`src/rtl/poly_sum_product_accumulate_top_assert.svh`:
```
// Assertion macros for the polynomial multiply-accumulate block.
// They expect signals named clk and arst_n in the scope of use.
`ifndef POLY_SUM_PRODUCT_ACCUMULATE_TOP_ASSERT_SVH
`define POLY_SUM_PRODUCT_ACCUMULATE_TOP_ASSERT_SVH

// The consequent must hold in the same cycle as the antecedent.
`define PSPA_ASSERT_IMP(label, cond, expr, msg) \
	label: assert property (@(posedge clk) disable iff (!arst_n) (cond) |-> (expr)) \
		else $error(msg);

// The consequent must hold in the cycle after the antecedent.
`define PSPA_ASSERT_NXT(label, cond, expr, msg) \
	label: assert property (@(posedge clk) disable iff (!arst_n) (cond) |=> (expr)) \
		else $error(msg);

`endif

```
`src/rtl/pspa_pkg.sv`:
```
package pspa_pkg;

	localparam int unsigned MAX_A_LEN_DEF  = 32;
	localparam int unsigned MAX_B_LEN_DEF  = 32;
	localparam int unsigned COEF_WIDTH_DEF = 32;

	localparam int unsigned IDX_W     = 6;
	localparam int unsigned LEN_W     = 6;
	localparam int unsigned FIELD_W   = 32;
	localparam int unsigned ACC_DEPTH = 64;
	localparam int unsigned PADDR_W   = 3;
	localparam int unsigned PDATA_W   = 32;
	localparam int unsigned REG_IDX_W = 1;

	localparam logic [REG_IDX_W-1:0] REG_A_LENGTH = 1'b0;
	localparam logic [REG_IDX_W-1:0] REG_B_LENGTH = 1'b1;

	typedef enum logic [1:0] {
		MODE_ADDEND  = 2'd0,
		MODE_MULT    = 2'd1,
		MODE_ACC     = 2'd2,
		MODE_COMPUTE = 2'd3
	} mode_t;

	typedef enum logic [2:0] {
		ST_IDLE,
		ST_ACC_RD,
		ST_ACC_LD,
		ST_TERM_RD,
		ST_MUL_GO,
		ST_MUL_WAIT,
		ST_WB
	} state_t;

	typedef struct packed {
		mode_t                     mode;
		logic [IDX_W-1:0]          index;
		logic signed [FIELD_W-1:0] first_value;
		logic signed [FIELD_W-1:0] second_value;
	} in_item_t;

	typedef struct packed {
		logic [IDX_W-1:0]          result_index;
		logic signed [FIELD_W-1:0] coefficient;
		logic                      last;
	} out_item_t;

	typedef struct packed {
		logic             asum_we;
		logic             mult_we;
		logic             acc_load_we;
		logic             acc_init;
		logic             mul_start;
		logic             acc_add;
		logic             wb;
		logic [IDX_W-1:0] n;
		logic [IDX_W-1:0] m;
		logic             last;
	} ctrl_t;

	typedef struct packed {
		logic mul_done;
		logic out_busy;
	} status_t;

endpackage

```
`src/rtl/pspa_mul.sv`:
```
module pspa_mul #(
	parameter int unsigned COEF_WIDTH = pspa_pkg::COEF_WIDTH_DEF
) (
	input  logic                  clk,
	input  logic                  arst_n,
	input  logic                  start,
	input  logic [COEF_WIDTH-1:0] op_a,
	input  logic [COEF_WIDTH-1:0] op_b,
	output logic                  done,
	output logic [COEF_WIDTH-1:0] product
);
	import pspa_pkg::*;

	// Number of 32 by 32 partial products needed for the low COEF_WIDTH bits.
	localparam int unsigned NPROD = (COEF_WIDTH > 32) ? 3 : 1;
	localparam int unsigned CNT_W = 2;

	logic [COEF_WIDTH-1:0] a_q, b_q, sum_q, term, sum_nxt;
	logic [63:0]           a_ext, b_ext, part_s1;
	logic [31:0]           x, y;
	logic                  hi_s1;
	logic                  busy_q, done_q;
	logic [CNT_W-1:0]      cnt_q;

	assign a_ext = 64'(a_q);
	assign b_ext = 64'(b_q);

	always_comb begin
		case (cnt_q)
			2'd0: begin
				x = a_ext[31:0];
				y = b_ext[31:0];
			end
			2'd1: begin
				x = a_ext[31:0];
				y = b_ext[63:32];
			end
			default: begin
				x = a_ext[63:32];
				y = b_ext[31:0];
			end
		endcase
	end

	assign term    = hi_s1 ? COEF_WIDTH'(part_s1 << 32) : COEF_WIDTH'(part_s1);
	assign sum_nxt = sum_q + term;

	always_ff @(posedge clk or negedge arst_n) begin
		if (!arst_n) begin
			busy_q <= 1'b0;
			done_q <= 1'b0;
			cnt_q  <= '0;
		end else begin
			done_q <= busy_q && (cnt_q == CNT_W'(NPROD));
			if (start) begin
				busy_q <= 1'b1;
				cnt_q  <= '0;
			end else if (busy_q) begin
				cnt_q <= cnt_q + 1'b1;
				if (cnt_q == CNT_W'(NPROD)) begin
					busy_q <= 1'b0;
				end
			end
		end
	end

	always_ff @(posedge clk) begin
		if (start) begin
			a_q   <= op_a;
			b_q   <= op_b;
			sum_q <= '0;
		end else if (busy_q) begin
			if (cnt_q < CNT_W'(NPROD)) begin
				part_s1 <= 64'(x) * 64'(y);
				hi_s1   <= (cnt_q != '0);
			end
			if (cnt_q != '0) begin
				sum_q <= sum_nxt;
			end
		end
	end

	assign done    = done_q;
	assign product = sum_q;

endmodule

```
`src/rtl/pspa_dp.sv`:
```
module pspa_dp #(
	parameter int unsigned MAX_A_LEN  = pspa_pkg::MAX_A_LEN_DEF,
	parameter int unsigned MAX_B_LEN  = pspa_pkg::MAX_B_LEN_DEF,
	parameter int unsigned COEF_WIDTH = pspa_pkg::COEF_WIDTH_DEF
) (
	input  logic                clk,
	input  logic                arst_n,
	input  pspa_pkg::in_item_t  item,
	input  pspa_pkg::ctrl_t     ctrl,
	output pspa_pkg::status_t   status,
	output logic                result_valid,
	input  logic                result_stall,
	output pspa_pkg::out_item_t result
);
	import pspa_pkg::*;

	localparam int unsigned A_AW = (MAX_A_LEN > 1) ? $clog2(MAX_A_LEN) : 1;
	localparam int unsigned B_AW = (MAX_B_LEN > 1) ? $clog2(MAX_B_LEN) : 1;

	// The addend store keeps the sum of the two addends, the only form used.
	logic [COEF_WIDTH-1:0] asum_mem [MAX_A_LEN];
	logic [COEF_WIDTH-1:0] mult_mem [MAX_B_LEN];
	logic [COEF_WIDTH-1:0] acc_mem  [ACC_DEPTH];

	logic [COEF_WIDTH-1:0] first_w, second_w;
	logic [COEF_WIDTH-1:0] asum_rd_q, mult_rd_q, acc_rd_q, acc_q;
	logic [COEF_WIDTH-1:0] acc_wdata, product;
	logic [IDX_W-1:0]      acc_waddr, bidx;
	logic                  acc_we, mul_done;
	logic                  result_valid_q;
	out_item_t             result_q;

	assign first_w  = COEF_WIDTH'($signed(item.first_value));
	assign second_w = COEF_WIDTH'($signed(item.second_value));
	assign bidx     = ctrl.n - ctrl.m;

	assign acc_we    = ctrl.acc_load_we || ctrl.wb;
	assign acc_waddr = ctrl.wb ? ctrl.n : item.index;
	assign acc_wdata = ctrl.wb ? acc_q : first_w;

	always_ff @(posedge clk) begin
		if (ctrl.asum_we) begin
			asum_mem[item.index[A_AW-1:0]] <= first_w + second_w;
		end
		asum_rd_q <= asum_mem[ctrl.m[A_AW-1:0]];
	end

	always_ff @(posedge clk) begin
		if (ctrl.mult_we) begin
			mult_mem[item.index[B_AW-1:0]] <= first_w;
		end
		mult_rd_q <= mult_mem[bidx[B_AW-1:0]];
	end

	always_ff @(posedge clk) begin
		if (acc_we) begin
			acc_mem[acc_waddr] <= acc_wdata;
		end
		acc_rd_q <= acc_mem[ctrl.n];
	end

	pspa_mul #(
		.COEF_WIDTH(COEF_WIDTH)
	) u_mul (
		.clk     (clk),
		.arst_n  (arst_n),
		.start   (ctrl.mul_start),
		.op_a    (asum_rd_q),
		.op_b    (mult_rd_q),
		.done    (mul_done),
		.product (product)
	);

	always_ff @(posedge clk) begin
		if (ctrl.acc_init) begin
			acc_q <= acc_rd_q;
		end else if (ctrl.acc_add) begin
			acc_q <= acc_q + product;
		end
	end

	always_ff @(posedge clk or negedge arst_n) begin
		if (!arst_n) begin
			result_valid_q <= 1'b0;
		end else if (ctrl.wb) begin
			result_valid_q <= 1'b1;
		end else if (!result_stall) begin
			result_valid_q <= 1'b0;
		end
	end

	always_ff @(posedge clk) begin
		if (ctrl.wb) begin
			result_q.result_index <= ctrl.n;
			result_q.coefficient  <= FIELD_W'(acc_q);
			result_q.last         <= ctrl.last;
		end
	end

	assign status.mul_done = mul_done;
	assign status.out_busy = result_valid_q && result_stall;
	assign result_valid    = result_valid_q;
	assign result          = result_q;

endmodule

```
`config.mk`:
```
export PLATFORM = sky130hd
export DESIGN_NAME = pspa_dp
export DESIGN_NICKNAME = d
export VERILOG_FILES = /design/src/rtl/poly_sum_product_accumulate_top_assert.svh /design/src/rtl/pspa_pkg.sv /design/src/rtl/pspa_mul.sv /design/src/rtl/pspa_dp.sv
export SDC_FILE = /design/constraint.sdc
export NUM_CORES = 2
export LEC_CHECK = 0
export BUFFER_PORTS_ARGS = -buffer_cell sky130_fd_sc_hd__buf_2
export CORE_MARGIN = 8
export CORE_UTILIZATION = 27
export CTS_BUF_LIST = sky130_fd_sc_hd__clkbuf_4 sky130_fd_sc_hd__clkbuf_8
export CTS_CLUSTER_DIAMETER = 50
export DETAILED_ROUTE_END_ITERATION = 7
export PLACE_DENSITY_LB_ADDON = 0.3
export SLEW_MARGIN = 20
export SYNTH_ARGS = -nofsm -noshare
export SYNTH_HDL_FRONTEND = slang
export SYNTH_SLANG_ARGS = --single-unit
```
`constraint.sdc`:
```
create_clock -name clk -period 11.6 [get_ports clk]
set_input_delay 3.48 -clock clk [delete_from_list [all_inputs] [get_ports clk]]
set_output_delay 3.48 -clock clk [all_outputs]
set_load 0.1 [all_outputs]
```
==> reports/metrics.csv <==
metric,value,unit
Initial Utilization,27.0,%
Hold Crit Depth,0,
WP data arrival,10.59,ns
async set-reset flop share out of synthesis,0.114,%
post-DR wirelength/cell,26.3,µm
count of different cell masters after synthesis,66,
critical path's slowest cell,nand2_1,
Detailed Route WL,518,mm
clk root buf,clkbuf_8,
GR peak layer,met2,
initial antenna violation count,51,
gr ovfl total,0,
share of the synthesized area in the top cell type,69.3,%
status,"complete, no violations",
P_leak,69.9,nW
Worst Hold Class,register to register,
RSZ-0062 raised after global routing,false,
maximum VDD drop,2.00,mV
Crit path max-delay family,adder cells,
DIE HEIGHT,843,µm
Comb power frac,49.0,%
I/O pin total,137,
crit end category,register,
met3 Resource Use GR,2.37,%
post-synthesis cell area,185000,µm²
met1 global-route usage,19.4,%
f_max,104,MHz
CTS resizes,0,
"EDFF count, synth",4264,
internal power,39.6,mW
CP startpoint kind,register,
Net Sw Frac,39.6,%
max incr delay on CP,0.84,ns
Max-slew headroom,23.8,%
maximum fanout along the worst path,30,
R2R cell count,24,
Synth area leader,edfxtp_1,
maxcap violations,0,
Synthesis Warnings,0,
"most used cell, CP",fa_1,
Final ANT Viol Nets,0,
die width,843,µm
vias in the first global route,95700,
via count,92400,
clock network power share,20.5,%
WHS Endpoint,u_mul.b_q[21]$_DFFE_PP_,
r2r endpoint,u_mul.part_s1[30]$_DFFE_PP_,
nets,10800,
DR vias/cell,4.69,
Crit path required time,12.53,ns
Synth Net Count,10100,
final setup TNS,0,ns
final setup fails,0,
Layout Skew,0.0979,ns
"count leader, synth",edfxtp_1,
dominant synthesized flop cell,edfxtp_1,
Worst Hold Launch,mult_rd_q[21]$_DFF_P_,
final hold vios,0,
Clock Tree Buf Depth,4,
top post-synthesis cells by area,"edfxtp_1 (69%), mux4_2 (15%), fa_1 (4.5%), ha_1 (1.5%), nand2_1 (1.4%)",
crit path cell chain,inv_1 > ha_1 > buf_4 > inv_1 > nand2_2 > nand2_1 > nor2_1 > fa_1 > fa_1 > fa_1 > inv_1 > fa_1 > inv_1 > fa_1 > ha_1 > fa_1 > fa_1 > ha_1 > nand4_1 > o21ai_0 > a31oi_1 > o2111ai_1 > a21oi_1 > xnor2_1,
CTS tree,done,
worst slew pin tran,1.14,ns
"Avg Cell Area, Syn",19.7,µm²
fillers,65800,
Tmin final,9.66,ns
synthesized flop and latch total,4397,
Post-synth top cells,"edfxtp_1 (4264), mux4_2 (1248), nand2_1 (689), nor2_1 (506), inv_1 (420)",
CTS clock-pin slew for the worst setup and hold paths,0.07,ns
pin count of the biggest net entering global routing,98,
sequential area share after synthesis,70.8,%
GP Congestion,0.829,
post-CTS setup buffers,0,
H-tree levels,6,
hold buffer count at CTS,0,
Tcrit/Tclk final,83.3,%
clock sink count,4397,
CORE AREA,684000,µm²
drt pass-1 iters,6,
DP HPWL,304,mm
Reg-to-Reg Start,u_mul.cnt_q[0]$_DFFE_PN0P_,
Synth-to-Final Area Change,15.4,%
GR Util met2,22.9,%
P per Cell Area,307,nW/µm²
final slew viol count,0,
share of layout cells above drive strength 1,29.0,%
IO Port Bufs,133,
row cnt,304,
Residual DRC,0,
Sw Pwr,25.9,mW
Flop pwr share,30.5,%
CP Class,register to register,
first-pass GRT wire length,728,mm
R2R setup slack,1.94,ns
Clock Latency Late Sink,1.27,ns
Util after Layout,31.2,%
GRT Util Overall,14.1,%
Num CTS Buffers,704,
DR iter-0 viols,9365,
worst path bufs/invs,5,
Mapped Cells,9393,
full die area,711000,µm²
-- power by group through the flow --
stage | clock, mW | combinational, mW | sequential, mW
floorplan | 0 | 24.1 | 20.8
global placement | 0 | 32.4 | 20.3
detailed placement | 0 | 32.4 | 20.3
CTS | 13.8 | 32.7 | 20.0
global route | 14.4 | 35.2 | 20.0
finish | 13.4 | 32.1 | 20.0
-- final cells by class --
type	count	area (µm²)	share of cell area, %
flip-flops and latches	4397	131000	61.3
repair buffers	447	3270	1.54
clock buffers	1002	12200	5.73
multi-input cells	4128	52100	24.4
inverters	422	1600	0.749
clock inverters	279	1950	0.913
well taps	9027	11300	5.30
diodes	13	32.5	0.0153
-- routing by layer --
layer / up-vias / wire [µm]
li1: 38700 / -
met1: 50000 / 225000
met2: 2987 / 246000
met3: 683 / 32300
met4: 14 / 14500
met5: - / 96
-- cells by family after synthesis --
group,after synthesis,share of synthesized area [%]
AOI/OAI and AO/OA,420,1.43
xor gates and xnor gates,176,0.834
adders and majority gates,635,5.97
buffers and inverters,868,1.77
DFF,4397,70.8
muxes,1316,15.6
and+or+nand+nor,1581,3.61
-- per-stage QoR --
stage,instance area [µm²],cells,hold slack [ns],power [mW],worst slack (ns)
after floorplan,185000,9393,0.386,44.9,3.42
after global placement,199000,18400,0.388,52.6,1.98
after detailed placement,199000,18400,0.389,52.7,2.06
after CTS,213000,19700,0.382,66.4,2.01
after global routing,213000,19700,0.385,69.6,1.65
final,213000,19700,0.378,65.5,1.94
-- cell usage in the layout (no fill, tap or decap), types with 18 or more instances in the layout --
master and count:
xor2_1 34, nand2_1 687, nand3_1 209, ha_1 222
nor2b_1 68, buf_4 302, nor2_4 128, mux4_2 1248
clkinv_2 74, and2_1 28, o21ai_0 121, xnor2_1 110
clkbuf_8 750, buf_2 124, clkinv_1 132, inv_6 18
mux2_2 66, xnor2_2 21, edfxtp_1 4264, inv_1 419
a21o_1 68, clkbuf_4 252, nor2_1 376, a21oi_1 101
fa_1 411, o21a_1 36, dfxtp_1 128
-- sequential cells by signal, indices dropped and copies added, names as in the netlist, 39 cells and up --
signal,count
acc_mem,2048
asum_mem,1024
mult_mem,1024
result,39
-- worst max-delay path by stage --
| stage | startpoint | to | slack (ns) | depth (start not counted) |
|---|---|---|---|---|
| 2_1_floorplan | u_mul.cnt_q[1]$_DFFE_PN0P_ | u_mul.part_s1[30]$_DFFE_PP_ | 3.42 | 33 |
| 3_3_place_gp | u_mul.cnt_q[0]$_DFFE_PN0P_ | u_mul.part_s1[30]$_DFFE_PP_ | 1.98 | 24 |
| 3_5_place_dp | u_mul.cnt_q[0]$_DFFE_PN0P_ | u_mul.part_s1[30]$_DFFE_PP_ | 2.06 | 24 |
| 4_1_cts | u_mul.cnt_q[0]$_DFFE_PN0P_ | u_mul.part_s1[30]$_DFFE_PP_ | 2.01 | 24 |
| 5_1_grt | u_mul.cnt_q[0]$_DFFE_PN0P_ | u_mul.part_s1[30]$_DFFE_PP_ | 1.65 | 24 |
| 6_report | u_mul.cnt_q[0]$_DFFE_PN0P_ | u_mul.part_s1[30]$_DFFE_PP_ | 1.94 | 24 |
-- worst reg2reg max path, stage by stage, from the launching register on --
cell and delay, ns:
dfrtp_1 0.40, inv_1 0.09, ha_1 0.15, buf_4 0.20, inv_1 0.10, nand2_2 0.56, nand2_1 0.88, nor2_1 0.41
fa_1 0.47, fa_1 0.39, fa_1 0.49, inv_1 0.05, fa_1 0.47, inv_1 0.05, fa_1 0.45, ha_1 0.32
fa_1 0.50, fa_1 0.41, ha_1 0.40, nand4_1 0.16, o21ai_0 0.78, a31oi_1 0.48, o2111ai_1 0.34, a21oi_1 0.11
xnor2_1 0.73
(Power assumes the default switching activity.)
