[src/rtl/poly_sum_product_accumulate_top_assert.svh]
// Assertion macros for the polynomial multiply-accumulate block.
// They expect signals named clk and arst_n in the scope of use.
`ifndef POLY_SUM_PRODUCT_ACCUMULATE_TOP_ASSERT_SVH
`define POLY_SUM_PRODUCT_ACCUMULATE_TOP_ASSERT_SVH

// The consequent must hold in the same cycle as the antecedent.
`define PSPA_ASSERT_IMP(label, cond, expr, msg) \
	label: assert property (@(posedge clk) disable iff (!arst_n) (cond) |-> (expr)) \
		else $error(msg);

// The consequent must hold in the cycle after the antecedent.
`define PSPA_ASSERT_NXT(label, cond, expr, msg) \
	label: assert property (@(posedge clk) disable iff (!arst_n) (cond) |=> (expr)) \
		else $error(msg);

`endif

[src/rtl/pspa_pkg.sv]
package pspa_pkg;

	localparam int unsigned MAX_A_LEN_DEF  = 32;
	localparam int unsigned MAX_B_LEN_DEF  = 32;
	localparam int unsigned COEF_WIDTH_DEF = 32;

	localparam int unsigned IDX_W     = 6;
	localparam int unsigned LEN_W     = 6;
	localparam int unsigned FIELD_W   = 32;
	localparam int unsigned ACC_DEPTH = 64;
	localparam int unsigned PADDR_W   = 3;
	localparam int unsigned PDATA_W   = 32;
	localparam int unsigned REG_IDX_W = 1;

	localparam logic [REG_IDX_W-1:0] REG_A_LENGTH = 1'b0;
	localparam logic [REG_IDX_W-1:0] REG_B_LENGTH = 1'b1;

	typedef enum logic [1:0] {
		MODE_ADDEND  = 2'd0,
		MODE_MULT    = 2'd1,
		MODE_ACC     = 2'd2,
		MODE_COMPUTE = 2'd3
	} mode_t;

	typedef enum logic [2:0] {
		ST_IDLE,
		ST_ACC_RD,
		ST_ACC_LD,
		ST_TERM_RD,
		ST_MUL_GO,
		ST_MUL_WAIT,
		ST_WB
	} state_t;

	typedef struct packed {
		mode_t                     mode;
		logic [IDX_W-1:0]          index;
		logic signed [FIELD_W-1:0] first_value;
		logic signed [FIELD_W-1:0] second_value;
	} in_item_t;

	typedef struct packed {
		logic [IDX_W-1:0]          result_index;
		logic signed [FIELD_W-1:0] coefficient;
		logic                      last;
	} out_item_t;

	typedef struct packed {
		logic             asum_we;
		logic             mult_we;
		logic             acc_load_we;
		logic             acc_init;
		logic             mul_start;
		logic             acc_add;
		logic             wb;
		logic [IDX_W-1:0] n;
		logic [IDX_W-1:0] m;
		logic             last;
	} ctrl_t;

	typedef struct packed {
		logic mul_done;
		logic out_busy;
	} status_t;

endpackage

[src/rtl/pspa_seq.sv]
module pspa_seq #(
	parameter int unsigned MAX_A_LEN = pspa_pkg::MAX_A_LEN_DEF,
	parameter int unsigned MAX_B_LEN = pspa_pkg::MAX_B_LEN_DEF
) (
	input  logic                          clk,
	input  logic                          arst_n,
	input  logic                          item_valid,
	output logic                          item_stall,
	input  pspa_pkg::in_item_t            item,
	input  logic [pspa_pkg::LEN_W-1:0]    a_length,
	input  logic [pspa_pkg::LEN_W-1:0]    b_length,
	input  pspa_pkg::status_t             status,
	output pspa_pkg::ctrl_t               ctrl
);
	import pspa_pkg::*;

	state_t           state_q, state_nxt;
	logic [LEN_W-1:0] na_q, nb_q, na_clamp, nb_clamp;
	logic [IDX_W-1:0] n_q, m_q, hi_q, top, lo, hi, n_inc;
	logic             accept, last;

	assign accept = item_valid && (state_q == ST_IDLE);

	assign na_clamp = (a_length == '0) ? LEN_W'(1) :
		((a_length > LEN_W'(MAX_A_LEN)) ? LEN_W'(MAX_A_LEN) : a_length);
	assign nb_clamp = (b_length == '0) ? LEN_W'(1) :
		((b_length > LEN_W'(MAX_B_LEN)) ? LEN_W'(MAX_B_LEN) : b_length);

	assign top   = na_q + nb_q - IDX_W'(2);
	assign last  = (n_q == top);
	assign n_inc = n_q + 1'b1;
	assign lo    = (n_inc > nb_q) ? (n_inc - nb_q) : '0;
	assign hi    = (n_q < na_q - 1'b1) ? n_q : (na_q - 1'b1);

	always_comb begin
		state_nxt = state_q;
		case (state_q)
			ST_IDLE: begin
				if (accept && (item.mode == MODE_COMPUTE)) begin
					state_nxt = ST_ACC_RD;
				end
			end
			ST_ACC_RD:  state_nxt = ST_ACC_LD;
			ST_ACC_LD:  state_nxt = ST_TERM_RD;
			ST_TERM_RD: state_nxt = ST_MUL_GO;
			ST_MUL_GO:  state_nxt = ST_MUL_WAIT;
			ST_MUL_WAIT: begin
				if (status.mul_done) begin
					state_nxt = (m_q == hi_q) ? ST_WB : ST_TERM_RD;
				end
			end
			ST_WB: begin
				if (!status.out_busy) begin
					state_nxt = last ? ST_IDLE : ST_ACC_RD;
				end
			end
			default: state_nxt = ST_IDLE;
		endcase
	end

	always_comb begin
		ctrl      = '0;
		ctrl.n    = n_q;
		ctrl.m    = m_q;
		ctrl.last = last;
		case (state_q)
			ST_IDLE: begin
				if (accept) begin
					case (item.mode)
						MODE_ADDEND: ctrl.asum_we = (item.index < IDX_W'(MAX_A_LEN));
						MODE_MULT:   ctrl.mult_we = (item.index < IDX_W'(MAX_B_LEN));
						MODE_ACC:    ctrl.acc_load_we = 1'b1;
						default:     ctrl.asum_we = 1'b0;
					endcase
				end
			end
			ST_ACC_LD:   ctrl.acc_init  = 1'b1;
			ST_MUL_GO:   ctrl.mul_start = 1'b1;
			ST_MUL_WAIT: ctrl.acc_add   = status.mul_done;
			ST_WB:       ctrl.wb        = !status.out_busy;
			default:     ctrl.acc_init  = 1'b0;
		endcase
	end

	always_ff @(posedge clk or negedge arst_n) begin
		if (!arst_n) begin
			state_q <= ST_IDLE;
			na_q    <= LEN_W'(1);
			nb_q    <= LEN_W'(1);
			n_q     <= '0;
			m_q     <= '0;
			hi_q    <= '0;
		end else begin
			state_q <= state_nxt;
			if (accept && (item.mode == MODE_COMPUTE)) begin
				na_q <= na_clamp;
				nb_q <= nb_clamp;
				n_q  <= '0;
			end
			if (state_q == ST_ACC_RD) begin
				m_q  <= lo;
				hi_q <= hi;
			end
			if ((state_q == ST_MUL_WAIT) && status.mul_done && (m_q != hi_q)) begin
				m_q <= m_q + 1'b1;
			end
			if ((state_q == ST_WB) && !status.out_busy && !last) begin
				n_q <= n_inc;
			end
		end
	end

	assign item_stall = (state_q != ST_IDLE);

endmodule

[config.mk]
export PLATFORM = sky130hd
export DESIGN_NAME = pspa_seq
export DESIGN_NICKNAME = d
export VERILOG_FILES = /design/src/rtl/poly_sum_product_accumulate_top_assert.svh /design/src/rtl/pspa_pkg.sv /design/src/rtl/pspa_seq.sv
export SDC_FILE = /design/constraint.sdc
export NUM_CORES = 1
export LEC_CHECK = 0
export BUFFER_PORTS_ARGS = -buffer_cell sky130_fd_sc_hd__clkbuf_2
export CORE_AREA = 2 2 112 60
export CTS_CLUSTER_DIAMETER = 120
export DETAILED_ROUTE_END_ITERATION = 12
export DIE_AREA = 0 0 114 62
export HOLD_SLACK_MARGIN = 0.1
export PLACE_DENSITY_LB_ADDON = 0.25
export SETUP_SLACK_MARGIN = 0.4
export SLEW_MARGIN = 25
export SYNTH_ARGS = -nofsm -noshare
export SYNTH_HDL_FRONTEND = slang
export SYNTH_SLANG_ARGS = --single-unit
[constraint.sdc]
create_clock -name clk -period 2.6 [get_ports clk]
set_clock_uncertainty 0.2 [all_clocks]
set_input_delay 0.26 -clock clk [delete_from_list [all_inputs] [get_ports clk]]
set_output_delay 0.26 -clock clk [all_outputs]
set_load 0.02 [all_outputs]
==> results.sh, run 1 <==
export IMPL_status="finished, violations left"
export IMPL_violations="setup timing"
export IMPL_ir_drop_mv=0.487
export IMPL_track_usage_pct=21.8
export IMPL_fin_crit_sh_pct=112
export IMPL_areaGrowthSynthToFinish_pct=42.5
export IMPL_drc=0
export IMPL_yosysSeqAreaShare_pct=32.2
export IMPL_yosysUniqueCellTypes=45
export IMPL_power_total_mw=5.08
export IMPL_vias=2435
export IMPL_grt_pass1_wl_microns=11500
export IMPL_crit_fanout=2
export IMPL_placed_cells=425
export IMPL_synth_warnings=0
export IMPL_synthCells=295
export IMPL_clock_sinks=33
export IMPL_cp_cell_sequence="inv_2 -> ha_4 -> inv_2 -> ha_4 -> inv_2 -> fa_1 -> xor2_1 -> nand4_1 -> nand4bb_1 -> buf_6 -> inv_2 -> buf_8"
export IMPL_place_area_sq_um=3070
export IMPL_crit_buf_inv=6
export IMPL_min_path_type="in -> reg"
export IMPL_hold_viol=0
export IMPL_dp_hpwl_microns=5430
export IMPL_avgSynthCellArea_sq_um=8.71
export IMPL_ys_flop_type="dfrtp_1"
export IMPL_cts_max_level=2
export IMPL_antenna_found_initial=0
export IMPL_antennaDiodeCount=0
export IMPL_final_nets=493
export IMPL_synth_nets=409
export IMPL_stdcell_count=460
export IMPL_globalRouteOverflowTotal=0
export IMPL_initial_utilization_pct=41.1
export IMPL_worstPathRequired_ns=2.14
export IMPL_min_period_ns=2.91
export IMPL_p_leak_nw=1.69
export IMPL_synth_seq_cells=33
export IMPL_wirelength_microns=7370
export IMPL_end_kind="output pin"
export IMPL_setup_viol=8
export IMPL_fin_area_sq_um=3660
export IMPL_io_buffers=40
export IMPL_vias_per_cell=5.29
export IMPL_cpPeakStageDelay_ns=0.52
export IMPL_synth_edf_count=0
export IMPL_drtAntennaViolNets=0
export IMPL_rsz0062_at_grt="true"
export IMPL_die_area_sq_um=7070
export IMPL_globalplace_congestion=0.829
export IMPL_drt_iter0_drc=165
export IMPL_grt_max_degree=24
export IMPL_first_pass_iters=5
export IMPL_maxCapViolCount=0
export IMPL_die_x_microns=114
export IMPL_crit_family="adder cells"
export IMPL_pre_cts_ws_ns=-0.126
export IMPL_async_flop_share_pct=100
export IMPL_clock_fmax_mhz=343
export IMPL_rows=21
export IMPL_worst_pin_slew_ns=0.629
export IMPL_cts_buffer_depth=2
export IMPL_core_area_sq_um=6250
export IMPL_worstSetupPathType="reg -> out"
export IMPL_syn_area_sq_um=2570
export IMPL_grt_pass1_vias=2247
export IMPL_ios=110
export IMPL_critical_path_startpoint_type="flip-flop"
export IMPL_critPathMostFrequentCell="inv_2"
export IMPL_cts_tree="built"
export IMPL_die_y_microns=62
export IMPL_wl_per_cell_microns=16.0
export IMPL_max_slew_margin_pct=58.1
export IMPL_clk_pin_slew_ns=0.05
export IMPL_powerDensity_nw_per_um2=1390
export IMPL_setup_slack_ns=-0.312
export IMPL_maxSlewViolCount=0
export IMPL_root_buffer="clkbuf_16"
export IMPL_r2r_slack_ns=-0.24
export IMPL_arrival_ns=2.45
export IMPL_clock_latency_ns=0.28
export IMPL_cts_buffers=5
export IMPL_drive_above_1_share_pct=36.6
export IMPL_cp_slowest_cell="fa_1"
## per-layer routing
layer	share of wire (%)	routed length, microns	track usage [%]	vias up
li1	-	-	-	1188
met1	53	3890	32.9	1167
met2	41	3050	33.2	76
met3	5.2	380	4.17	4
met4	0.54	40	3.48	0
met5	0	0	0	-
## path summary, 6_finish.rpt
| kind | end | cells past startpoint | start |
|---|---|---|---|
| setup / recovery | ctrl[0] | 12 | na_q[1] |
| hold / removal | na_q[0] | 3 | a_length[0] |
| setup reg to reg | n_q[2] | 13 | na_q[1] |
| hold reg to reg | hi_q[3] | 2 | hi_q[3] |
| max in group asynchronous | state_q[2] | 3 | arst_n |
| min in group asynchronous | hi_q[5] | 2 | arst_n |
## state kept, by name, summed over array words and instances (netlist names)
| signal | flops |
|---|---|
| m_q | 6 |
| n_q | 6 |
| nb_q | 6 |
| na_q | 6 |
| state_q | 3 |
| hi_q | 6 |
## cell type report
type	instances	area, sq um
fillers	551	2590
multi-input cells	224	1860
flip-flops and latches	33	833
repair buffers	90	631
clock buffers	5	125
well taps	80	100
inverters	25	98.8
clock inverters	3	17.5
## metrics by stage
step	TNS, ns	util [%]	hold WS, ns
2_1_floorplan	0	-	-0.236
3_3_place_gp	-0.469	49.1	0.103
3_5_place_dp	-0.758	49.1	0.102
4_1_cts	-1.81	56.7	0.102
5_1_grt	-2.65	58.5	0.144
6_report	-1.66	58.5	0.119
## worst reg2reg max path, stage by stage (launching register included)
cell,delay [ns]
dfrtp_1,0.38
inv_2,0.11
ha_4,0.21
inv_2,0.06
ha_4,0.12
inv_2,0.03
fa_1,0.52
xor2_1,0.14
nand4_1,0.09
nand4bb_1,0.21
buf_6,0.15
buf_6,0.15
mux2_4,0.31
o311ai_1,0.07
## placed cells by master, fill, tap and decap left out, types with 5 or more instances in the layout
cell type,count
nand2b_1,5
o21ai_1,7
a21oi_1,11
nor2_1,15
xor2_1,13
inv_1,18
ha_4,7
buf_4,32
nand4_1,5
xnor2_1,11
nand2_1,37
o21ai_0,13
clkbuf_2,39
dlygate4sd3_1,13
ha_1,14
nand3b_1,10
clkbuf_16,5
inv_2,5
dfrtp_1,27
o211ai_1,5
## kinds of logic (layout without fill, tap and decap cells)
group           after synthesis  count (layout)  synth area share (%)
xor+xnor                     29              29                  9.88
buf+inv                      38             123                  6.43
simple gates                103             103                  21.2
flops                        33              33                  32.2
mux                           5               5                  2.14
fa+ha+maj                    25              25                  12.8
compound gates               62              62                  15.4
## synth_stat cells (3+ instances only)
cell,count,area share (%)
clkbuf_1,3,0.44
a21oi_1,16,3.1
buf_2,6,1.2
o21ai_0,21,4.1
nand2b_1,6,1.5
mux2i_1,4,1.6
a31oi_1,4,0.97
inv_1,25,3.7
nand4_1,5,1.2
buf_4,4,1.2
nor4_1,3,0.73
ha_1,23,11
dfrtp_1,31,30
xor2_1,13,4.4
o211ai_1,5,1.5
nor2_1,15,2.2
and3_1,7,1.7
nand3b_1,10,2.9
nand3_1,5,0.97
xnor2_1,16,5.5
a31o_1,3,1.0
nand2_1,39,5.7
## report_power, final
| group | leakage (nW) | internal (mW) | total [mW] | switching, mW |
|---|---|---|---|---|
| registers | 0.411 | 0.749 | 1.04 | 0.292 |
| clock network | 0.0696 | 0.351 | 0.579 | 0.228 |
| logic | 1.21 | 1.67 | 3.46 | 1.79 |
| total | 1.69 | 2.77 | 5.08 | 2.31 |
## what timing repair did
action                                  in CTS  in global routing
buffers inserted                            10                  3
endpoints found under the setup margin      20                 24
pin swaps                                   14                  8
hold endpoints to repair                    32                  0
resized for setup                           31                 17
hold buffers                                13                  0
gates cloned                                 1                  0
Note: power is estimated with default switching activity, not from simulation.
==> run 2, diff against run 1 <==
- CORE_AREA: 2 2 112 60 -> 2 2 77 79
- DIE_AREA: 0 0 114 62 -> 0 0 79 81
- clock period: 2.6 -> 3.25 ns (I/O delays scaled with it)
==> run 2 against run 1 <==
Against the previous run: first-iteration DRC count shrank 35%; wire length fell by 19%; highest routed layer unchanged; cell count fell by 7.2%; combinational power decreased by 35%; power is 32% lower; non-clock buffer count shrank 28; cell area fell by 12%; via count shrank 9.9%; the run now ends clean; sequential share of layout area is 3.0 points higher.
==> results.sh, run 2 (synthesized netlist as in run 1, its figures left out) <==
export IMPL_reg2reg_from="nb_q[1]"
export IMPL_switching_share_pct=45.7
export IMPL_ir_drop_mv=0.969
export IMPL_initial_utilization_pct=45.3
export IMPL_worst_pin_slew_ns=0.909
export IMPL_drive_above_1_share_pct=25.3
export IMPL_end_kind="output pin"
export IMPL_min_path_type="in -> reg"
export IMPL_antenna_found_initial=0
export IMPL_areaGrowthSynthToFinish_pct=25.7
export IMPL_clock_latency_ns=0.29
export IMPL_rows=28
export IMPL_drc=0
export IMPL_min_from="b_length[4]"
export IMPL_arrival_ns=2.41
export IMPL_wl_per_cell_microns=14.0
export IMPL_grt_max_degree=34
export IMPL_cts_max_level=2
export IMPL_max_slew_margin_pct=39.1
export IMPL_status="finished, final reports clean"
export IMPL_cts_tree="built"
export IMPL_power_total_mw=3.48
export IMPL_grt_pass1_vias=2000
export IMPL_antennaDiodeCount=0
export IMPL_crit_fanout=2
export IMPL_maxSlewViolCount=0
export IMPL_dp_hpwl_microns=4270
export IMPL_most_common_layout_cells="nand2_1, clkbuf_2, dfrtp_1"
export IMPL_intPower_mw=1.89
export IMPL_powerDensity_nw_per_um2=1080
export IMPL_crit_start="nb_q[1]"
export IMPL_io_buffers=40
export IMPL_setup_slack_ns=0.313
export IMPL_r2r_slack_ns=0.33
export IMPL_wirelength_microns=5970
export IMPL_core_area_sq_um=5680
export IMPL_cts_buffers=5
export IMPL_grt_pass1_wl_microns=9530
export IMPL_pre_cts_ws_ns=0.399
export IMPL_tns_ns=0
export IMPL_setup_viol=0
export IMPL_hold_viol=0
export IMPL_globalplace_congestion=0.898
export IMPL_clk_pin_slew_ns=0.06
export IMPL_die_y_microns=81
export IMPL_hold_depth=3
export IMPL_root_buffer="clkbuf_8"
export IMPL_r2r_cells=14
export IMPL_hold_end="nb_q[4]"
export IMPL_worstPathRequired_ns=2.72
export IMPL_power_frac_clock_pct=11.5
export IMPL_worstSetupPathType="reg -> out"
export IMPL_switchingPower_mw=1.59
export IMPL_vias=2195
export IMPL_p_leak_nw=1.52
export IMPL_first_pass_iters=4
export IMPL_globalRouteOverflowTotal=0
export IMPL_track_usage_pct=19.1
export IMPL_worstReg2RegEnd="n_q[5]"
export IMPL_vias_per_cell=5.14
export IMPL_critical_path_startpoint_type="flip-flop"
export IMPL_drt_iter0_drc=107
export IMPL_seqPwrFrac_pct=23.9
export IMPL_ios=110
export IMPL_die_x_microns=79
export IMPL_min_period_ns=2.94
export IMPL_drtAntennaViolNets=0
export IMPL_die_area_sq_um=6400
export IMPL_maxCapViolCount=0
export IMPL_rsz0062_at_grt="true"
export IMPL_p_comb_share_pct=64.6
export IMPL_fin_crit_sh_pct=90.4
export IMPL_final_nets=465
export IMPL_cts_buffer_depth=2
export IMPL_clock_sinks=33
export IMPL_clock_fmax_mhz=340
-- run 2: cell types whose count changed in the layout (fill, tap and decap cells not counted), moves of 3 or more --
| cell | previous run | this run |
|---|---|---|
| buf_4 | 32 | 14 |
| dlygate4sd3_1 | 13 | 6 |
| o21ai_0 | 13 | 20 |
| clkbuf_8 | 0 | 6 |
| ha_1 | 14 | 20 |
| a21oi_1 | 11 | 16 |
| clkbuf_16 | 5 | 0 |
| o21ai_1 | 7 | 2 |
| a21oi_2 | 4 | 0 |
| ha_4 | 7 | 3 |
| buf_6 | 4 | 1 |
| xnor2_1 | 11 | 14 |
-- run 2: what timing repair did --
item / 4_1_cts / 5_1_grt
endpoints found under the setup margin: 1 / 14
hold buffers: 6 / 0
gates resized for setup: 13 / 17
setup buffers: 7 / 6
pin swaps: 4 / 5
endpoints found under the hold margin: 37 / 0
-- run 2: worst max path at each step --
stage          slack, ns       to
2_1_floorplan       0.59  ctrl[0]
3_3_place_gp        0.39  ctrl[0]
3_5_place_dp        0.40  ctrl[0]
4_1_cts             0.27  ctrl[0]
5_1_grt             0.17  ctrl[0]
6_report            0.31  ctrl[0]
-- run 2: power by group through the flow --
stage	combinational, mW	sequential (mW)	clock (mW)
2_1_floorplan	1.56	0.794	0
3_3_place_gp	1.91	0.830	0
3_5_place_dp	1.94	0.839	0
4_1_cts	2.09	0.826	0.406
5_1_grt	2.52	0.858	0.427
6_report	2.25	0.830	0.399
-- run 2: cell type report --
cell class              instances  area, sq um
clock buffers                   7         86.3
flip-flops and latches         33          831
multi-input cells             224         1690
inverters                      25         96.3
repair buffers                 62          402
fillers                       530         2450
clock inverters                 1         30.0
well taps                      75         93.8
-- run 2: per-stage QoR --
step	util [%]	hold slack, ns	cells	area, sq um
after floorplan	-	-0.171	295	2570
after global placement	49.6	0.260	400	2820
after detailed placement	49.6	0.262	400	2820
after CTS	54.5	0.105	421	3090
after global routing	56.9	0.121	427	3230
final	56.9	0.106	427	3230
-- run 2: worst max-delay path: stages, from the launching register on --
cell and delay, ns:
dfrtp_1 0.39, inv_2 0.09, ha_4 0.20, inv_2 0.06, ha_4 0.14, inv_2 0.03
fa_1 0.49, xor2_1 0.17, nand4_1 0.09, nand4bb_1 0.20, buf_6 0.14, inv_4 0.04
buf_8 0.09
-- run 2: metal layers --
| metal | GRT usage (%) | up-vias | part of all wire, % |
|---|---|---|---|
| li1 | - | 1128 | - |
| met1 | 25.6 | 1025 | 48 |
| met2 | 31.5 | 35 | 48 |
| met3 | 3.78 | 7 | 3.5 |
| met4 | 5.34 | 0 | 0.75 |
| met5 | 0 | - | 0 |
